==> config.mk <==
export PLATFORM = sky130hd
export DESIGN_NAME = chi_square_distance_accumulator_core
export DESIGN_NICKNAME = d
export VERILOG_FILES = /design/src/rtl/csd_pkg.sv /design/src/rtl/chi_square_distance_accumulator_core.sv /design/src/rtl/csd_ctrl.sv /design/src/rtl/csd_datapath.sv
export SDC_FILE = /design/constraint.sdc
export NUM_CORES = 1
export LEC_CHECK = 0
export BUFFER_PORTS_ARGS = -buffer_cell sky130_fd_sc_hd__clkbuf_2
export CAP_MARGIN = 10
export CELL_PAD_IN_SITES_DETAIL_PLACEMENT = 1
export CELL_PAD_IN_SITES_GLOBAL_PLACEMENT = 1
export CORE_ASPECT_RATIO = 0.6
export CORE_MARGIN = 2
export CORE_UTILIZATION = 54
export DETAILED_ROUTE_END_ITERATION = 8
export HOLD_SLACK_MARGIN = 0.15
export PLACE_DENSITY_LB_ADDON = 0.1
export SYNTH_ARGS = -nofsm -noshare
export SYNTH_HDL_FRONTEND = slang
export SYNTH_SLANG_ARGS = --single-unit
==> constraint.sdc <==
create_clock -name clk -period 13.4 [get_ports clk]
set_input_delay 0.67 -clock clk [delete_from_list [all_inputs] [get_ports clk]]
set_output_delay 0.67 -clock clk [all_outputs]
set_load 0.05 [all_outputs]
==> src/rtl/csd_pkg.sv <==
package csd_pkg;

    // accumulator width and the widened sum used for the overflow check
    localparam int unsigned ACC_W = 32;
    localparam int unsigned SUM_W = 34;
    localparam logic [SUM_W-1:0] ACC_MAX = {{(SUM_W-ACC_W){1'b0}}, {ACC_W{1'b1}}};

    // commands from the controller to the datapath
    typedef struct packed {
        logic load;      // capture an accepted input item
        logic mul;       // square the difference, set up the divider
        logic div_step;  // one restoring division step
        logic acc;       // add the term, emit the result on a last pair
    } csd_cmd_t;

    // status from the datapath to the controller
    typedef struct packed {
        logic zero_denom;  // both samples are zero
        logic div_last;    // final quotient bit is being produced
        logic last;        // captured item carries the last mark
        logic out_free;    // output register can take a result this cycle
    } csd_stat_t;

endpackage

==> src/rtl/chi_square_distance_accumulator_core.sv <==
// chi-square distance accumulator, one element pair at a time
// each pair is captured, squared, divided by the bit-serial restoring divider and then accumulated;
// a pair of two zeros skips the divider; a last pair waits in the accumulate step until the
// output register is free, and its result is then registered with tvalid on the output
// the divider gives one quotient bit a cycle; a new pair is taken only once the last one is through
// the output register holds a result while the next pair is taken in
// reset (rst_n low, asynchronous) clears the running sum, the overflow flag and the output valid flag
module chi_square_distance_accumulator_core #(
    parameter int unsigned SAMPLE_WIDTH = 16
)
(
    input  logic                                   clk,
    input  logic                                   rst_n,
    input  logic                                   s_tvalid,
    output logic                                   s_tready,
    // a_value [SAMPLE_WIDTH-1:0], b_value [2*SAMPLE_WIDTH-1:SAMPLE_WIDTH], zero fill
    input  logic [((2*SAMPLE_WIDTH+7)/8)*8-1:0]    s_tdata,
    input  logic                                   s_tlast,
    output logic                                   m_tvalid,
    input  logic                                   m_tready,
    // distance [31:0]
    output logic [csd_pkg::ACC_W-1:0]              m_tdata,
    // saturated [0]
    output logic                                   m_tuser
);

    localparam int unsigned SW = SAMPLE_WIDTH;

    csd_pkg::csd_cmd_t  cmd;
    csd_pkg::csd_stat_t stat;

    // sequencing
    csd_ctrl u_ctrl (
        .clk      (clk),
        .rst_n    (rst_n),
        .s_tvalid (s_tvalid),
        .s_tready (s_tready),
        .stat     (stat),
        .cmd      (cmd)
    );

    // arithmetic and accumulation
    csd_datapath #(
        .SAMPLE_WIDTH (SAMPLE_WIDTH)
    ) u_datapath (
        .clk           (clk),
        .rst_n         (rst_n),
        .a_in          (s_tdata[SW-1:0]),
        .b_in          (s_tdata[2*SW-1:SW]),
        .last_in       (s_tlast),
        .cmd           (cmd),
        .stat          (stat),
        .out_valid     (m_tvalid),
        .out_ready     (m_tready),
        .out_distance  (m_tdata),
        .out_saturated (m_tuser)
    );

    // a result appears only right after a last pair was accumulated
    assert property (@(posedge clk) disable iff (!rst_n)
        $rose(m_tvalid) |-> $past(cmd.acc && stat.last))
        else $error("result without a last pair");

    // a saturated result must read as the clamp value
    assert property (@(posedge clk) disable iff (!rst_n)
        (m_tvalid && m_tuser) |-> (m_tdata == {csd_pkg::ACC_W{1'b1}}))
        else $error("saturated flag with unclamped distance");

    // a last pair is never folded in while the output register holds a result not being taken
    assert property (@(posedge clk) disable iff (!rst_n)
        (cmd.acc && stat.last) |-> stat.out_free)
        else $error("result overwritten");

endmodule

==> src/rtl/csd_ctrl.sv <==
module csd_ctrl
(
    input  logic                clk,
    input  logic                rst_n,
    input  logic                s_tvalid,
    output logic                s_tready,
    input  csd_pkg::csd_stat_t  stat,
    output csd_pkg::csd_cmd_t   cmd
);

    typedef enum logic [3:0] {
        ST_IDLE = 4'b0001,
        ST_MUL  = 4'b0010,
        ST_DIV  = 4'b0100,
        ST_ACC  = 4'b1000
    } state_t;

    state_t state_reg;
    state_t state_next;

    // state register
    always_ff @(posedge clk or negedge rst_n)
    begin
        if (!rst_n)
        begin
            state_reg <= ST_IDLE;
        end
        else
        begin
            state_reg <= state_next;
        end
    end

    // next state and command decode
    always_comb
    begin
        state_next   = state_reg;
        cmd          = '0;
        s_tready     = 1'b0;
        case (state_reg)
            ST_IDLE:
            begin
                s_tready = 1'b1;
                if (s_tvalid)
                begin
                    cmd.load   = 1'b1;
                    state_next = ST_MUL;
                end
            end
            ST_MUL:
            begin
                cmd.mul = 1'b1;
                if (stat.zero_denom)
                begin
                    state_next = ST_ACC;
                end
                else
                begin
                    state_next = ST_DIV;
                end
            end
            ST_DIV:
            begin
                cmd.div_step = 1'b1;
                if (stat.div_last)
                begin
                    state_next = ST_ACC;
                end
            end
            ST_ACC:
            begin
                // a last pair waits until the output register is free
                if (!stat.last || stat.out_free)
                begin
                    cmd.acc    = 1'b1;
                    state_next = ST_IDLE;
                end
            end
            default:
            begin
                state_next = ST_IDLE;
            end
        endcase
    end

endmodule

==> src/rtl/csd_datapath.sv <==
module csd_datapath #(
    parameter int unsigned SAMPLE_WIDTH = 16
)
(
    input  logic                          clk,
    input  logic                          rst_n,
    input  logic [SAMPLE_WIDTH-1:0]       a_in,
    input  logic [SAMPLE_WIDTH-1:0]       b_in,
    input  logic                          last_in,
    input  csd_pkg::csd_cmd_t             cmd,
    output csd_pkg::csd_stat_t            stat,
    output logic                          out_valid,
    input  logic                          out_ready,
    output logic [csd_pkg::ACC_W-1:0]     out_distance,
    output logic                          out_saturated
);

    localparam int unsigned SW    = SAMPLE_WIDTH;
    localparam int unsigned CNT_W = $clog2(SW + 1);

    // captured item
    logic [SW-1:0] a_reg;
    logic [SW-1:0] b_reg;
    logic          last_reg;

    // divider state
    logic [SW:0]      denom_reg;
    logic [SW:0]      rem_reg;
    logic [SW:0]      rem_next;
    logic [SW:0]      dvd_reg;
    logic [SW:0]      quo_reg;
    logic             zero_reg;
    logic [CNT_W-1:0] cnt_reg;

    // accumulator and output register
    logic [csd_pkg::ACC_W-1:0] sum_reg;
    logic [csd_pkg::ACC_W-1:0] sum_next;
    logic                      ovf_reg;
    logic                      ovf_next;
    logic [csd_pkg::ACC_W-1:0] out_dist_reg;
    logic                      out_sat_reg;
    logic                      out_valid_reg;

    // magnitudes, difference and square
    logic [SW:0]     a_ext;
    logic [SW:0]     b_ext;
    logic [SW:0]     abs_a;
    logic [SW:0]     abs_b;
    logic [SW:0]     denom;
    logic [SW:0]     diff;
    logic [SW:0]     mag_d;
    logic [2*SW-1:0] prod;

    // division step
    logic [SW+1:0] rem_shift;
    logic          rem_ge;

    // accumulate
    logic [csd_pkg::SUM_W-1:0] total;
    logic                      over;

    assign a_ext = {a_reg[SW-1], a_reg};
    assign b_ext = {b_reg[SW-1], b_reg};
    assign abs_a = a_ext[SW] ? (~a_ext + 1'b1) : a_ext;
    assign abs_b = b_ext[SW] ? (~b_ext + 1'b1) : b_ext;
    assign denom = abs_a + abs_b;
    assign diff  = a_ext - b_ext;
    assign mag_d = diff[SW] ? (~diff + 1'b1) : diff;
    assign prod  = (2*SW)'(mag_d[SW-1:0]) * (2*SW)'(mag_d[SW-1:0]);

    // restoring step: shift in the next dividend bit, subtract if it fits
    assign rem_shift = {rem_reg, dvd_reg[SW]};
    assign rem_ge    = rem_shift >= {1'b0, denom_reg};
    assign rem_next  = rem_ge ? (SW+1)'(rem_shift - {1'b0, denom_reg})
                              : rem_shift[SW:0];

    // saturating add of the term
    assign total = {{(csd_pkg::SUM_W-csd_pkg::ACC_W){1'b0}}, sum_reg}
                 + (zero_reg ? '0 : csd_pkg::SUM_W'(quo_reg));
    assign over  = total > csd_pkg::ACC_MAX;

    always_comb
    begin
        if (over)
        begin
            sum_next = {csd_pkg::ACC_W{1'b1}};
            ovf_next = 1'b1;
        end
        else
        begin
            sum_next = total[csd_pkg::ACC_W-1:0];
            ovf_next = ovf_reg;
        end
    end

    // item capture, divider and output data registers
    always_ff @(posedge clk)
    begin
        if (cmd.load)
        begin
            a_reg    <= a_in;
            b_reg    <= b_in;
            last_reg <= last_in;
        end
        if (cmd.mul)
        begin
            denom_reg <= denom;
            zero_reg  <= (denom == '0);
            rem_reg   <= {2'b00, prod[2*SW-1:SW+1]};
            dvd_reg   <= prod[SW:0];
            quo_reg   <= '0;
            cnt_reg   <= '0;
        end
        else if (cmd.div_step)
        begin
            rem_reg <= rem_next;
            dvd_reg <= {dvd_reg[SW-1:0], 1'b0};
            quo_reg <= {quo_reg[SW-1:0], rem_ge};
            cnt_reg <= cnt_reg + 1'b1;
        end
        if (cmd.acc && last_reg)
        begin
            out_dist_reg <= sum_next;
            out_sat_reg  <= ovf_next;
        end
    end

    // accumulator and output valid
    always_ff @(posedge clk or negedge rst_n)
    begin
        if (!rst_n)
        begin
            sum_reg       <= '0;
            ovf_reg       <= 1'b0;
            out_valid_reg <= 1'b0;
        end
        else
        begin
            if (cmd.acc)
            begin
                if (last_reg)
                begin
                    sum_reg <= '0;
                    ovf_reg <= 1'b0;
                end
                else
                begin
                    sum_reg <= sum_next;
                    ovf_reg <= ovf_next;
                end
            end
            if (cmd.acc && last_reg)
            begin
                out_valid_reg <= 1'b1;
            end
            else if (out_ready)
            begin
                out_valid_reg <= 1'b0;
            end
        end
    end

    // status to the controller
    assign stat.zero_denom = (a_reg == '0) && (b_reg == '0);
    assign stat.div_last   = (cnt_reg == CNT_W'(SW));
    assign stat.last       = last_reg;
    assign stat.out_free   = !out_valid_reg || out_ready;

    assign out_valid     = out_valid_reg;
    assign out_distance  = out_dist_reg;
    assign out_saturated = out_sat_reg;

endmodule
# [Word-level counts from Yosys, hierarchy flattened]
# Cells that the tools add are included.
[op_classes] addsub=8 n_mul=1 order_cmp=2 eq_ne=8 mux=27 bitwise=3 reduce_logical=12
[ops] operator="$mux W17" n=6
[ops] operator="$mux W32" n=2
[ops] operator="$add A17 B1 Y17 const B" n=2
[ops] operator="$add A32 B34 Y34" n=1
[ops] operator="$gt A34 B32 Y1 const B" n=1
[ops] operator="$not A17 Y17" n=2
[ops] operator="$logic_not A16 Y1" n=2
[ops] operator="$mul A16 B16 Y32" n=1
[ops] operator="$mux W15" n=2
[ops] operator="$ge A18 B17 Y1" n=1
[ops] operator="$add A17 B17 Y17" n=1
[ops] operator="$logic_not A17 Y1" n=1
[ops] operator="$sub A16 B16 Y17" n=1
[ops] operator="$sub A17 B17 Y17" n=1
[ops] operator="$add A16 B1 Y16 const B" n=1
[ops] operator="$mux W16" n=1
[ops] operator="$mux W4" n=4
[ops] operator="$not A16 Y16" n=1
[ops] operator="$pmux W4 S4" n=1
[ops] operator="$mux W1" n=11
[ops] operator="$add A5 B1 Y5 const B" n=1
[ops] operator="$eq A5 B5 Y1 const B" n=1
[ops] operator="$eq A4 B1 Y1 const B" n=1
[ops] operator="$eq A4 B2 Y1 const B" n=1
[ops] operator="9 further kinds" n=14
[totals] register_bits=178 in_bits=37 out_inout_bits=35 wordCells=77

# [Logic depth before layout (Yosys ltp)]
# Gate-level depths: netlist of run 1.
[logic_depth] depth_word=7 mapped_depth=38 depth_no_buf=38

# [Modules after synthesis]
# A second synthesis of run 1 with hierarchy kept.
[hier_totals] hier_cells=1889 hier_area_um2=18017.3
[by_module_without_submodules] mod="csd_datapath" instances=1 cells_each=1866 area_each_um2=17769.5 seq_area_each_um2=4814.6
[by_module_without_submodules] mod="csd_ctrl" instances=1 cells_each=23 area_each_um2=247.7 seq_area_each_um2=101.3

# [Least setup slack after synthesis of run 1]
# OpenSTA, ideal clock, no wires.
[synth_path] kind="register -> register" startpoint="reg u_datapath.b_reg[0]" endpoint="reg u_datapath.rem_reg[14], data pin" setup_ns=0.254 arrival_time_ns=8.817 required_time_ns=13.146 slack_ns=4.329 path_stages_with_launch=34 n_path_buf=0 synth_period_minus_slack_ns=9.071 cell_sequence="edfxtp_1 ha_1 fa_1 nor2b_1 o2111ai_1 a32o_1 a311oi_1 a211oi_2 nand4_2 o21ai_0 xor2_1 clkinv_1 nand2_1 fa_1 inv_1 fa_1 fa_1 fa_1 fa_1 inv_1 fa_1 inv_1 ha_1 a21o_1 a311oi_1 nor2_1 a211oi_1 a31oi_1 a41o_1 o21ai_1 nand2b_1 a21oi_1 xnor3_1 o21a_1"
[synth_between] elab_chain_cells=6
[synth_lines] item="start: declaration" line_no="csd_datapath.sv:23" source="logic [SW-1:0] b_reg;"
[synth_lines] item="start signal: assignment" line_no="csd_datapath.sv:102" source="b_reg <= b_in;"
[synth_lines] item="$sub A16 B16 Y17 *" line_no="csd_datapath.sv:67" source="assign diff = a_ext - b_ext;"
[synth_lines] item="$not A16 Y16" line_no="csd_datapath.sv:68" source="assign mag_d = diff[SW] ? (~diff + 1'b1) : diff;"
[synth_lines] item="$add A16 B1 Y16" line_no="csd_datapath.sv:68"
[synth_lines] item="$mux W16 *" line_no="csd_datapath.sv:68"
[synth_lines] item="$mul A16 B16 Y32 *" line_no="csd_datapath.sv:69" source="assign prod = (2*SW)'(mag_d[SW-1:0]) * (2*SW)'(mag_d[SW-1:0]);"
[synth_lines] item="$mux W15 *" line_no="csd_datapath.sv:105" source="if (cmd.mul)"
[synth_lines] item="end signal: assignment" line_no="csd_datapath.sv:109" source="rem_reg <= {2'b00, prod[2*SW-1:SW+1]};"
[synth_lines] item="end signal: assignment" line_no="csd_datapath.sv:116" source="rem_reg <= rem_next;"
[synth_lines] item="end: declaration" line_no="csd_datapath.sv:28" source="logic [SW:0] rem_reg;"
# Mark *: on every way between the ends. The rest lies on a longest branch, timed or not.
# A chain may end at the register's enable or synchronous reset.

# [Worst setup path in the final report of run 1]
# Ends and elaborated chain as after synthesis.

==> run summary, run 1 <==
worst-case clock buffer depth: 2
Post-Layout Cell Count: 2,431
CTS Buf Count: 17
Final Cycle Share: 82.88%
post-DP HPWL: 41,770 um
worst slew pin tran: 1.201 ns
share of synthesized registers carrying an async set or reset: 21.35%
vias in the first global route: 15.34k
Fill cells: 3,738
Synth top cells by count: inv_1, nand2_1, fa_1
most frequent cell after synthesis: inv_1
hold path cells: 1
CP dominant cell by count: fa_1
clk_lat worst skew: 0.45 ns
critical-path maximum fanout: 9
Setup crit end kind: flip-flop
final hold viol count: 0
delay-heaviest family, CP: adder cells
Initial Util: 55.17%
synth unique cells: 79
Top FF cell, synth: edfxtp_1
CTS tree: built
drt first pass iters: 5
port bufs: 71
ANT cells: 0
setup TNS: 0 ns
largest net degree at the start of global routing: 53
WL/cell: 21.45 um
status: finished, final reports clean
origin of the critical flop-to-flop path: u_datapath.b_reg[0]
Final GP Congestion: 0.9222
Post CTS Setup Buffer Count: 0
final net count: 2,340
DRC errors left: 0
net count of the mapped netlist: 2,279
number of flops mapped to enable cells by yosys: 116
CTS Hold Buffers Added: 0
core area: 0.03261 mm^2
Max Fclk: 90.05 MHz
global-route wire length before repair: 83,640 um
final setup fails: 0
GRT Residual Overflow: 0
reg2reg end: u_datapath.rem_reg[14]
Max-Cap Viols: 0
Mapped Area: 0.01799 mm^2
Hold Crit Class: primary input to flip-flop
footprint of the multi-input gates: 0.01172 mm^2
reg2reg setup slack: 2.29 ns
CP max stage cell: xor2_1
RSZ-0062 raised after global routing: no
Yosys top cell area share: 19.36%
Post-CTS Resized: 0
antenna violations before repair: 0
Clock Tree Root: clkbuf_16
Synth Warn #: 0
Area Overhead vs Synth: 8.229%
Clock transition at path regs: 0.07 ns
Max stage delay on crit path: 0.91 ns
Buffers & Inverters on Critical Path: 4
WP data arrival: 11.31 ns
Sequential Area: 0.004916 mm^2
Yosys top cell by area: edfxtp_1
I/O pin total: 72
Die ar.: 0.03484 mm^2
post-route ant nets: 0
drt first-iter violations: 939
Clock Sinks: 178
Critical Path Start Type: flip-flop
flops & latches, synth: 178
final worst path period need: 11.11 ns
fin. max-slew vios: 0
total wire length: 52,150 um
WS Path Type: flip-flop to flip-flop
row cnt: 51
cells on worst reg2reg path: 33
Vias/cell: 5.906
max_slew headroom: 19.27%
hold path startpoint: s_tdata[0]
gr usage total: 30.73%
share of cells above drive strength 1: 8.279%
die height: 145.4 um
placed cells: 2,396
Setup Skew: 0.01562 ns
register area share after synthesis: 27.33%
Die Wd: 239.6 um
Req. time, crit path: 13.60 ns
H-tree Lvls: 4
synthesized area per cell: 9.433 um^2
vias post-DR: 14.36k
Hold Path End: u_datapath.a_reg[0]
Post-Syn Instances: 1,907
synth top area cells: edfxtp_1, fa_1, ha_1
cells in the final DEF, fill, tap and decap left out, drive strengths merged, types with 5 or more instances in the layout:
| cell type | synthesis | layout |
|---|---|---|
| xor2 | 39 | 39 |
| edfxtp | 116 | 116 |
| a211oi | 18 | 18 |
| a22o | 44 | 44 |
| o21bai | 13 | 13 |
| a21boi | 9 | 9 |
| inv | 303 | 309 |
| and2 | 11 | 11 |
| a211o | 5 | 5 |
| and3 | 9 | 9 |
| nor4 | 8 | 8 |
| a31oi | 8 | 8 |
| nand3 | 23 | 23 |
| fa | 170 | 170 |
| or2 | 10 | 10 |
| o31a | 5 | 5 |
| o41ai | 9 | 9 |
| buf | 14 | 21 |
| or3 | 14 | 14 |
| o21a | 19 | 19 |
| xnor2 | 83 | 83 |
| nor2b | 27 | 27 |
| nand4 | 10 | 10 |
| clkinv | 5 | 10 |
| ha | 165 | 165 |
| o31ai | 22 | 22 |
| nor3 | 24 | 24 |
| nand2b | 26 | 26 |
| a21oi | 96 | 96 |
| nand2 | 181 | 181 |
| a21o | 28 | 28 |
| dfxtp | 24 | 24 |
| nor2 | 144 | 144 |
| clkbuf | 37 | 89 |
| nand3b | 7 | 7 |
| o21ai | 85 | 85 |
| o211ai | 8 | 8 |
| dfrtp | 37 | 37 |
area by class of cell:
type / instances / share of cell area [%]
Timing Repair Buffer: 93 / 2.751
Clock inverter: 14 / 0.7648
Sequential cell: 178 / 25.25
Inverter: 308 / 5.938
Multi-Input combinational cell: 1370 / 60.20
Clock buffer: 18 / 2.204
Tap cell: 450 / 2.892
worst max path at each step:
stage / start / to / cells past startpoint
floorplan: u_datapath.b_reg[0] / u_datapath.rem_reg[14] / 33
global placement: u_datapath.b_reg[0] / u_datapath.rem_reg[14] / 33
detailed placement: u_datapath.b_reg[0] / u_datapath.rem_reg[14] / 33
CTS: u_datapath.b_reg[0] / u_datapath.rem_reg[14] / 33
global route: u_datapath.b_reg[0] / u_datapath.rem_reg[6] / 35
finish: u_datapath.b_reg[0] / u_datapath.rem_reg[14] / 33
metal layers:
layer	GRT usage, %	vias to the layer above	part of all wire [%]
li1	-	6549	-
met1	46.83	7310	48
met2	45.71	458	44
met3	6.487	40	7.4
met4	4.875	0	0.74
met5	0	-	0
worst register-to-register path: cells and delay by family (launching register included):
kind                       cells  cell delay, ns
buffers and inverters          4            0.96
xor gates and xnor gates       3            1.36
AOI/OAI and AO/OA             11            2.87
DFF                            1            0.46
and+or+nand+nor                6            1.10
adders and majority gates      9            4.11
per-stage QoR:
step / worst slack, ns / hold slack (ns) / area (um^2) / utilization [%]
floorplan: 4.329 / 0.3744 / 17990 / -
global placement: 2.963 / 0.4545 / 18850 / 57.82
detailed placement: 2.521 / 0.4489 / 18850 / 57.82
CTS: 2.520 / 0.3897 / 19430 / 59.59
global route: 1.813 / 0.3875 / 19470 / 59.71
finish: 2.295 / 0.3996 / 19470 / 59.71
cell families after synthesis:
kind of cell    Yosys count  share of synthesized area (%)
mux                       6                         0.3478
compound gates          401                          15.02
simple gates            505                          13.03
fa+ha+maj               335                          30.40
xor+xnor                123                          6.232
buf+inv                 359                          7.644
flops                   178                          27.33
Power of run 1 is left out: the tool's default activity adds up to more than one toggle a clock period on the data nets, which glitch-free logic cannot reach.
==> run 2: changes to the inputs <==
--- a/config.mk
+++ b/config.mk
@@ -5,13 +5,14 @@
 export SDC_FILE = /design/constraint.sdc
 export NUM_CORES = 1
 export LEC_CHECK = 0
+export ABC_AREA = 1
 export BUFFER_PORTS_ARGS = -buffer_cell sky130_fd_sc_hd__clkbuf_2
 export CAP_MARGIN = 10
 export CELL_PAD_IN_SITES_DETAIL_PLACEMENT = 1
 export CELL_PAD_IN_SITES_GLOBAL_PLACEMENT = 1
 export CORE_ASPECT_RATIO = 0.6
 export CORE_MARGIN = 2
-export CORE_UTILIZATION = 54
+export CORE_UTILIZATION = 44
 export DETAILED_ROUTE_END_ITERATION = 8
 export HOLD_SLACK_MARGIN = 0.15
 export PLACE_DENSITY_LB_ADDON = 0.1
==> constraint.sdc (replaced) <==
create_clock -name clk -period 9.2 [get_ports clk]
set_input_delay 0.46 -clock clk [delete_from_list [all_inputs] [get_ports clk]]
set_output_delay 0.46 -clock clk [all_outputs]
set_load 0.05 [all_outputs]
==> run summary, run 2 <==
status: finished, final reports clean (unchanged)
origin of the critical flop-to-flop path: u_datapath.b_reg[0] (unchanged)
DRC errors left: 0 (unchanged)
hold path cells: 1 (unchanged)
Clock Tree Root: clkbuf_16 (unchanged)
Clock Sinks: 178 (unchanged)
reg2reg end: u_datapath.rem_reg[9] (was u_datapath.rem_reg[14])
port bufs: 71 (unchanged)
Vias/cell: 5.299 (was 5.906)
Post-Syn Instances: 2,290 (was 1,907)
drt first pass iters: 5 (unchanged)
Yosys top cell by area: edfxtp_1 (unchanged)
flops & latches, synth: 178 (unchanged)
max_slew headroom: 19.87% (was 19.27%)
Final GP Congestion: 0.9404 (was 0.9222)
WL/cell: 19.48 um (was 21.45 um)
worst slew pin tran: 1.198 ns (was 1.201 ns)
vias post-DR: 15.63k (was 14.36k)
CTS Buf Count: 17 (unchanged)
Area Overhead vs Synth: 8.997% (was 8.229%)
Clock transition at path regs: 0.08 ns (was 0.07 ns)
net count of the mapped netlist: 2,662 (was 2,279)
final worst path period need: 8.678 ns (was 11.11 ns)
Yosys top cell area share: 18.46% (was 19.36%)
placed cells: 2,908 (was 2,396)
synth top area cells: edfxtp_1, fa_1, ha_1 (unchanged)
Initial Util: 44.84% (was 55.17%)
Synth top cells by count: inv_1, nand2_1, nor2_1 (was inv_1, nand2_1, fa_1)
cells on worst reg2reg path: 39 (was 33)
Hold Path End: u_datapath.a_reg[14] (was u_datapath.a_reg[0])
synth unique cells: 65 (was 79)
Max-Cap Viols: 0 (unchanged)
CP dominant cell by count: nand2_1 (was fa_1)
Die Wd: 271.4 um (was 239.6 um)
worst-case clock buffer depth: 2 (unchanged)
drt first-iter violations: 1,062 (was 939)
Setup crit end kind: flip-flop (unchanged)
CP max stage cell: fa_1 (was xor2_1)
final setup fails: 0 (unchanged)
Post-Layout Cell Count: 2,949 (was 2,431)
die height: 164.4 um (was 145.4 um)
Critical Path Start Type: flip-flop (unchanged)
Die ar.: 0.04462 mm^2 (was 0.03484 mm^2)
share of synthesized registers carrying an async set or reset: 21.35% (unchanged)
Final Cycle Share: 94.32% (was 82.88%)
I/O pin total: 72 (unchanged)
leading cell types in the layout, fill and taps excluded: inv_1, nand2_1, nor2_1, fa_1, ha_1 (was inv_1, nand2_1, fa_1, ha_1, nor2_1)
final net count: 2,737 (was 2,340)
Max stage delay on crit path: 0.54 ns (was 0.91 ns)
final core occ: 48.87% (was 59.71%)
most frequent cell after synthesis: inv_1 (unchanged)
synthesized area per cell: 8.241 um^2 (was 9.433 um^2)
GRT Residual Overflow: 0 (unchanged)
Post-DP Area: 0.01986 mm^2 (was 0.01885 mm^2)
number of flops mapped to enable cells by yosys: 116 (unchanged)
fin. max-slew vios: 0 (unchanged)
Top FF cell, synth: edfxtp_1 (unchanged)
register area share after synthesis: 26.05% (was 27.33%)
reg2reg setup slack: 0.52 ns (was 2.29 ns)
clk_lat worst skew: 0.45 ns (about the same)
global-route wire length before repair: 90,450 um (was 83,640 um)
gr usage total: 26.41% (was 30.73%)
fin area: 0.02057 mm^2 (was 0.01947 mm^2)
share of cells above drive strength 1: 9.041% (was 8.279%)
antenna violations before repair: 1 (was 0)
Fin Hold WS: 0.1820 ns (was 0.3996 ns)
post-route ant nets: 0 (unchanged)
total wire length: 57,450 um (was 52,150 um)
H-tree Lvls: 4 (unchanged)
Req. time, crit path: 9.39 ns (was 13.60 ns)
post-DP HPWL: 48,320 um (was 41,770 um)
Setup Skew: 0.01119 ns (was 0.01562 ns)
hold path startpoint: s_tdata[14] (was s_tdata[0])
CTS tree: built (unchanged)
final hold viol count: 0 (unchanged)
WP data arrival: 8.87 ns (was 11.31 ns)
vias in the first global route: 16.10k (was 15.34k)
largest net degree at the start of global routing: 51 (was 53)
Max Fclk: 115.2 MHz (was 90.05 MHz)
WS Path Type: flip-flop to flip-flop (unchanged)
Hold Crit Class: primary input to flip-flop (unchanged)
Synth Warn #: 0 (unchanged)
most common cell after layout, fill and taps aside: inv_1 (unchanged)
critical-path maximum fanout: 18 (was 9)
core area: 0.04209 mm^2 (was 0.03261 mm^2)
Mapped Area: 0.01887 mm^2 (was 0.01799 mm^2)
row cnt: 58 (was 51)
==> run 2: changes by cell type after synthesis, sizes merged, moves of 25 or more <==
cell and change:
nand3 +68, xnor2 -49, nand2b -26, nand2 +253, nor2b -27, inv +195
o21ai +25, nor2 +67, a22o -30, xor2 +29
==> run 2: metrics by stage <==
step           setup slack (ns)  TNS (ns)
2_1_floorplan             1.676         0
3_3_place_gp             0.1448         0
3_5_place_dp            0.02172         0
4_1_cts                0.002509         0
5_1_grt                -0.02762  -0.02762
6_report                 0.5224         0
==> run 2: what timing repair did <==
action | 4_1_cts | 5_1_grt
setup endpoints to repair | 0 | 10
resized for setup | 0 | 7
hold buffers | 1 | 0
buffers inserted | 0 | 7
hold endpoints to repair | 37 | 0
==> run 2: worst max-delay path by stage <==
stage / end / from / slack (ns)
after floorplan: u_datapath.rem_reg[6] / u_datapath.b_reg[15] / 1.68
after global placement: u_datapath.rem_reg[14] / u_datapath.b_reg[15] / 0.14
after detailed placement: u_datapath.rem_reg[14] / u_datapath.b_reg[15] / 0.02
after CTS: u_datapath.rem_reg[14] / u_datapath.b_reg[15] / 0.003
after global routing: u_datapath.rem_reg[9] / u_datapath.b_reg[0] / -0.03
final: u_datapath.rem_reg[9] / u_datapath.b_reg[0] / 0.52
==> run 2: area by class of cell <==
class | instances | area, um^2
tap | 570 | 713.2
antenna | 1 | 2.502
fill | 5127 | 21520
timing repair buffer | 93 | 535.5
multi-input combinational | 1574 | 11900
clock buffer | 19 | 442.9
inverter | 501 | 1901
clock inverter | 13 | 158.9
sequential | 178 | 4916
==> run 2: per-layer routing <==
metal / share of wire (%) / track usage [%] / vias to the layer above / routed length, um
met4: 0.48 / 3.397 / 0 / 275
met5: 0 / 0 / - / 0
met1: 53 / 42.02 / 7779 / 30510
met3: 8.2 / 7.502 / 28 / 4730
met2: 38 / 35.55 / 409 / 21940
li1: - / - / 7410 / -
==> run 2: kinds of logic (layout without fill, tap and decap cells) <==
logic type / count (synthesis) / count (layout) / synth area share [%]
AOI/OAI and AO/OA: 313 / 313 / 9.534
xor gates and xnor gates: 102 / 102 / 5.072
adders and majority gates: 335 / 335 / 28.97
buffers and inverters: 538 / 626 / 11.10
DFF: 178 / 178 / 26.05
muxes: 1 / 1 / 0.05304
other: 0 / 1 / 0
and+or+nand+nor: 823 / 823 / 19.22
==> run 2: worst max-delay path: cells and delay by family, from the launching register on <==
kind,cells,cell delay [ns]
adders and majority gates,9,4.15
and+or+nand+nor,19,2.06
buffers and inverters,7,0.93
AOI/OAI and AO/OA,4,0.81
DFF,1,0.46
Power of run 2 is left out for the same reason.
==> run 3: changes to the inputs <==
--- a/config.mk
+++ b/config.mk
@@ -5,14 +5,13 @@
 export SDC_FILE = /design/constraint.sdc
 export NUM_CORES = 1
 export LEC_CHECK = 0
-export ABC_AREA = 1
 export BUFFER_PORTS_ARGS = -buffer_cell sky130_fd_sc_hd__clkbuf_2
 export CAP_MARGIN = 10
 export CELL_PAD_IN_SITES_DETAIL_PLACEMENT = 1
 export CELL_PAD_IN_SITES_GLOBAL_PLACEMENT = 1
 export CORE_ASPECT_RATIO = 0.6
 export CORE_MARGIN = 2
-export CORE_UTILIZATION = 44
+export CORE_UTILIZATION = 45
 export DETAILED_ROUTE_END_ITERATION = 8
 export HOLD_SLACK_MARGIN = 0.15
 export PLACE_DENSITY_LB_ADDON = 0.1
==> run summary, run 3 (synthesized netlist as in run 1, its figures left out) <==
status: finished, final reports clean (unchanged)
GRT Residual Overflow: 0 (unchanged)
antenna violations before repair: 0 (was 1)
Max Fclk: 112.1 MHz (was 115.2 MHz)
CP max stage cell: fa_1 (unchanged)
global-route wire length before repair: 84,500 um (was 90,450 um)
final hold viol count: 0 (unchanged)
WP data arrival: 9.12 ns (was 8.87 ns)
setup TNS: 0 ns (unchanged)
largest net degree at the start of global routing: 52 (was 51)
critical-path maximum fanout: 7 (was 18)
worst slew pin tran: 1.134 ns (was 1.198 ns)
WL/cell: 20.21 um (was 19.48 um)
Req. time, crit path: 9.39 ns (about the same)
WL met2: 21,860 um (was 21,940 um)
Clock Sinks: 178 (unchanged)
row cnt: 56 (was 58)
final net count: 2,463 (was 2,737)
Final GP Congestion: 0.9179 (was 0.9404)
ANT cells: 0 (was 1)
Die ar.: 0.04164 mm^2 (was 0.04462 mm^2)
Die Wd: 262.1 um (was 271.4 um)
delay-heaviest family, CP: adder cells (unchanged)
cells on worst reg2reg path: 34 (was 39)
Setup crit end kind: flip-flop (unchanged)
pre-CTS WS: -0.3629 ns (was 0.02172 ns)
H-tree Lvls: 4 (unchanged)
met1 wire length: 27,420 um (was 30,510 um)
post-route ant nets: 0 (unchanged)
Fin Hold WS: 0.1876 ns (was 0.1820 ns)
vias post-DR: 14.53k (was 15.63k)
Final WS setup: 0.2784 ns (was 0.5224 ns)
Final Cycle Share: 96.97% (was 94.32%)
routed length on met3: 3513 um (was 4730 um)
core area: 0.03924 mm^2 (was 0.04209 mm^2)
Hold Crit Class: primary input to flip-flop (unchanged)
Critical Path Start Type: flip-flop (unchanged)
top sig layer: met4 (unchanged)
DRC errors left: 0 (unchanged)
Buffers & Inverters on Critical Path: 6 (was 7)
leading cell types in the layout, fill and taps excluded: inv_1, nand2_1, fa_1, ha_1, buf_4 (was inv_1, nand2_1, nor2_1, fa_1, ha_1)
final setup fails: 0 (unchanged)
clk_lat worst skew: 0.45 ns (about the same)
vias in the first global route: 15.28k (was 16.10k)
Area Overhead vs Synth: 15.60% (was 8.997%)
Fill cells: 4,535 (was 5,127)
worst-case clock buffer depth: 2 (unchanged)
final worst path period need: 8.922 ns (was 8.678 ns)
CTS Buf Count: 17 (unchanged)
Max stage delay on crit path: 0.56 ns (was 0.54 ns)
fin. max-slew vios: 0 (unchanged)
CTS tree: built (unchanged)
I/O pin total: 72 (unchanged)
most common cell after layout, fill and taps aside: inv_1 (unchanged)
gr usage total: 25.86% (was 26.41%)
Clock Tree Root: clkbuf_16 (unchanged)
Max-Cap Viols: 0 (unchanged)
Vias/cell: 5.534 (was 5.299)
drt first pass iters: 5 (unchanged)
Clock transition at path regs: 0.08 ns (about the same)
placed cells: 2,580 (was 2,908)
hold path cells: 1 (unchanged)
Setup Skew: 0.01988 ns (was 0.01119 ns)
max_slew headroom: 24.23% (was 19.87%)
post-DP HPWL: 43,180 um (was 48,320 um)
WS Path Type: flip-flop to flip-flop (unchanged)
footprint of the multi-input gates: 0.01199 mm^2 (was 0.01190 mm^2)
drt first-iter violations: 995 (was 1,062)
Post-Layout Cell Count: 2,626 (was 2,949)
total wire length: 53,080 um (was 57,450 um)
port bufs: 71 (unchanged)
Initial Util: 45.85% (was 44.84%)
die height: 158.9 um (was 164.4 um)
Sequential Area: 0.004916 mm^2 (unchanged)
share of cells above drive strength 1: 16.25% (was 9.041%)
Critical Path Stages: 34 (was 39)
CP dominant cell by count: fa_1 (was nand2_1)
[run 3: cell count changes in the layout (fill, tap and decap cells not counted), sizes merged, moves of 18 or more]
cell    before  now
buf         21  144
nor2       211  144
nand3       91   23
nor2b        0   27
a21o         7   28
xor2        68   39
nand2      434  181
a21oi      114   96
nand2b       0   26
inv        506  313
a211oi       0   18
o21ai      110   85
xnor2       34   83
a22o        14   44
[run 3: final timing paths]
kind                                        from                      to  slack (ns)
min in group asynchronous                  rst_n  u_datapath.sum_reg[29]        0.63
hold reg to reg            u_datapath.quo_reg[6]   u_datapath.quo_reg[6]        0.50
setup / recovery             u_datapath.b_reg[1]  u_datapath.rem_reg[14]        0.28
max in group asynchronous                  rst_n  u_datapath.sum_reg[10]        8.14
hold / removal                       s_tdata[21]     u_datapath.b_reg[5]        0.19
setup reg to reg             u_datapath.b_reg[1]  u_datapath.rem_reg[14]        0.28
[run 3: stage by stage]
stage	area, um^2	utilization, %
3_3_place_gp	19800	50.45
4_1_cts	20500	52.26
3_5_place_dp	19800	50.45
6_report	20790	53.00
2_1_floorplan	17990	-
5_1_grt	20790	53.00
[run 3: metal layers]
metal | track usage (%) | vias up
met4 | 3.390 | 0
met5 | 0 | -
met3 | 5.699 | 22
li1 | - | 6791
met1 | 41.13 | 7384
met2 | 36.23 | 336
[run 3: what timing repair did]
item                                    CTS  global route
gates resized for setup                  22            55
endpoints found under the setup margin    4             8
buffers inserted                          4             9
pin swaps                                10            44
hold buffers                              1             0
endpoints found under the hold margin    37             0
[run 3: final cells by class]
class / instances / share of cell area [%]
well taps: 522 / 3.141
repair buffers: 216 / 7.088
flip-flops and latches: 178 / 23.64
clock buffers: 17 / 2.046
multi-input cells: 1370 / 57.64
clock inverters: 15 / 0.7882
inverters: 308 / 5.656
Power of run 3 is left out for the same reason.
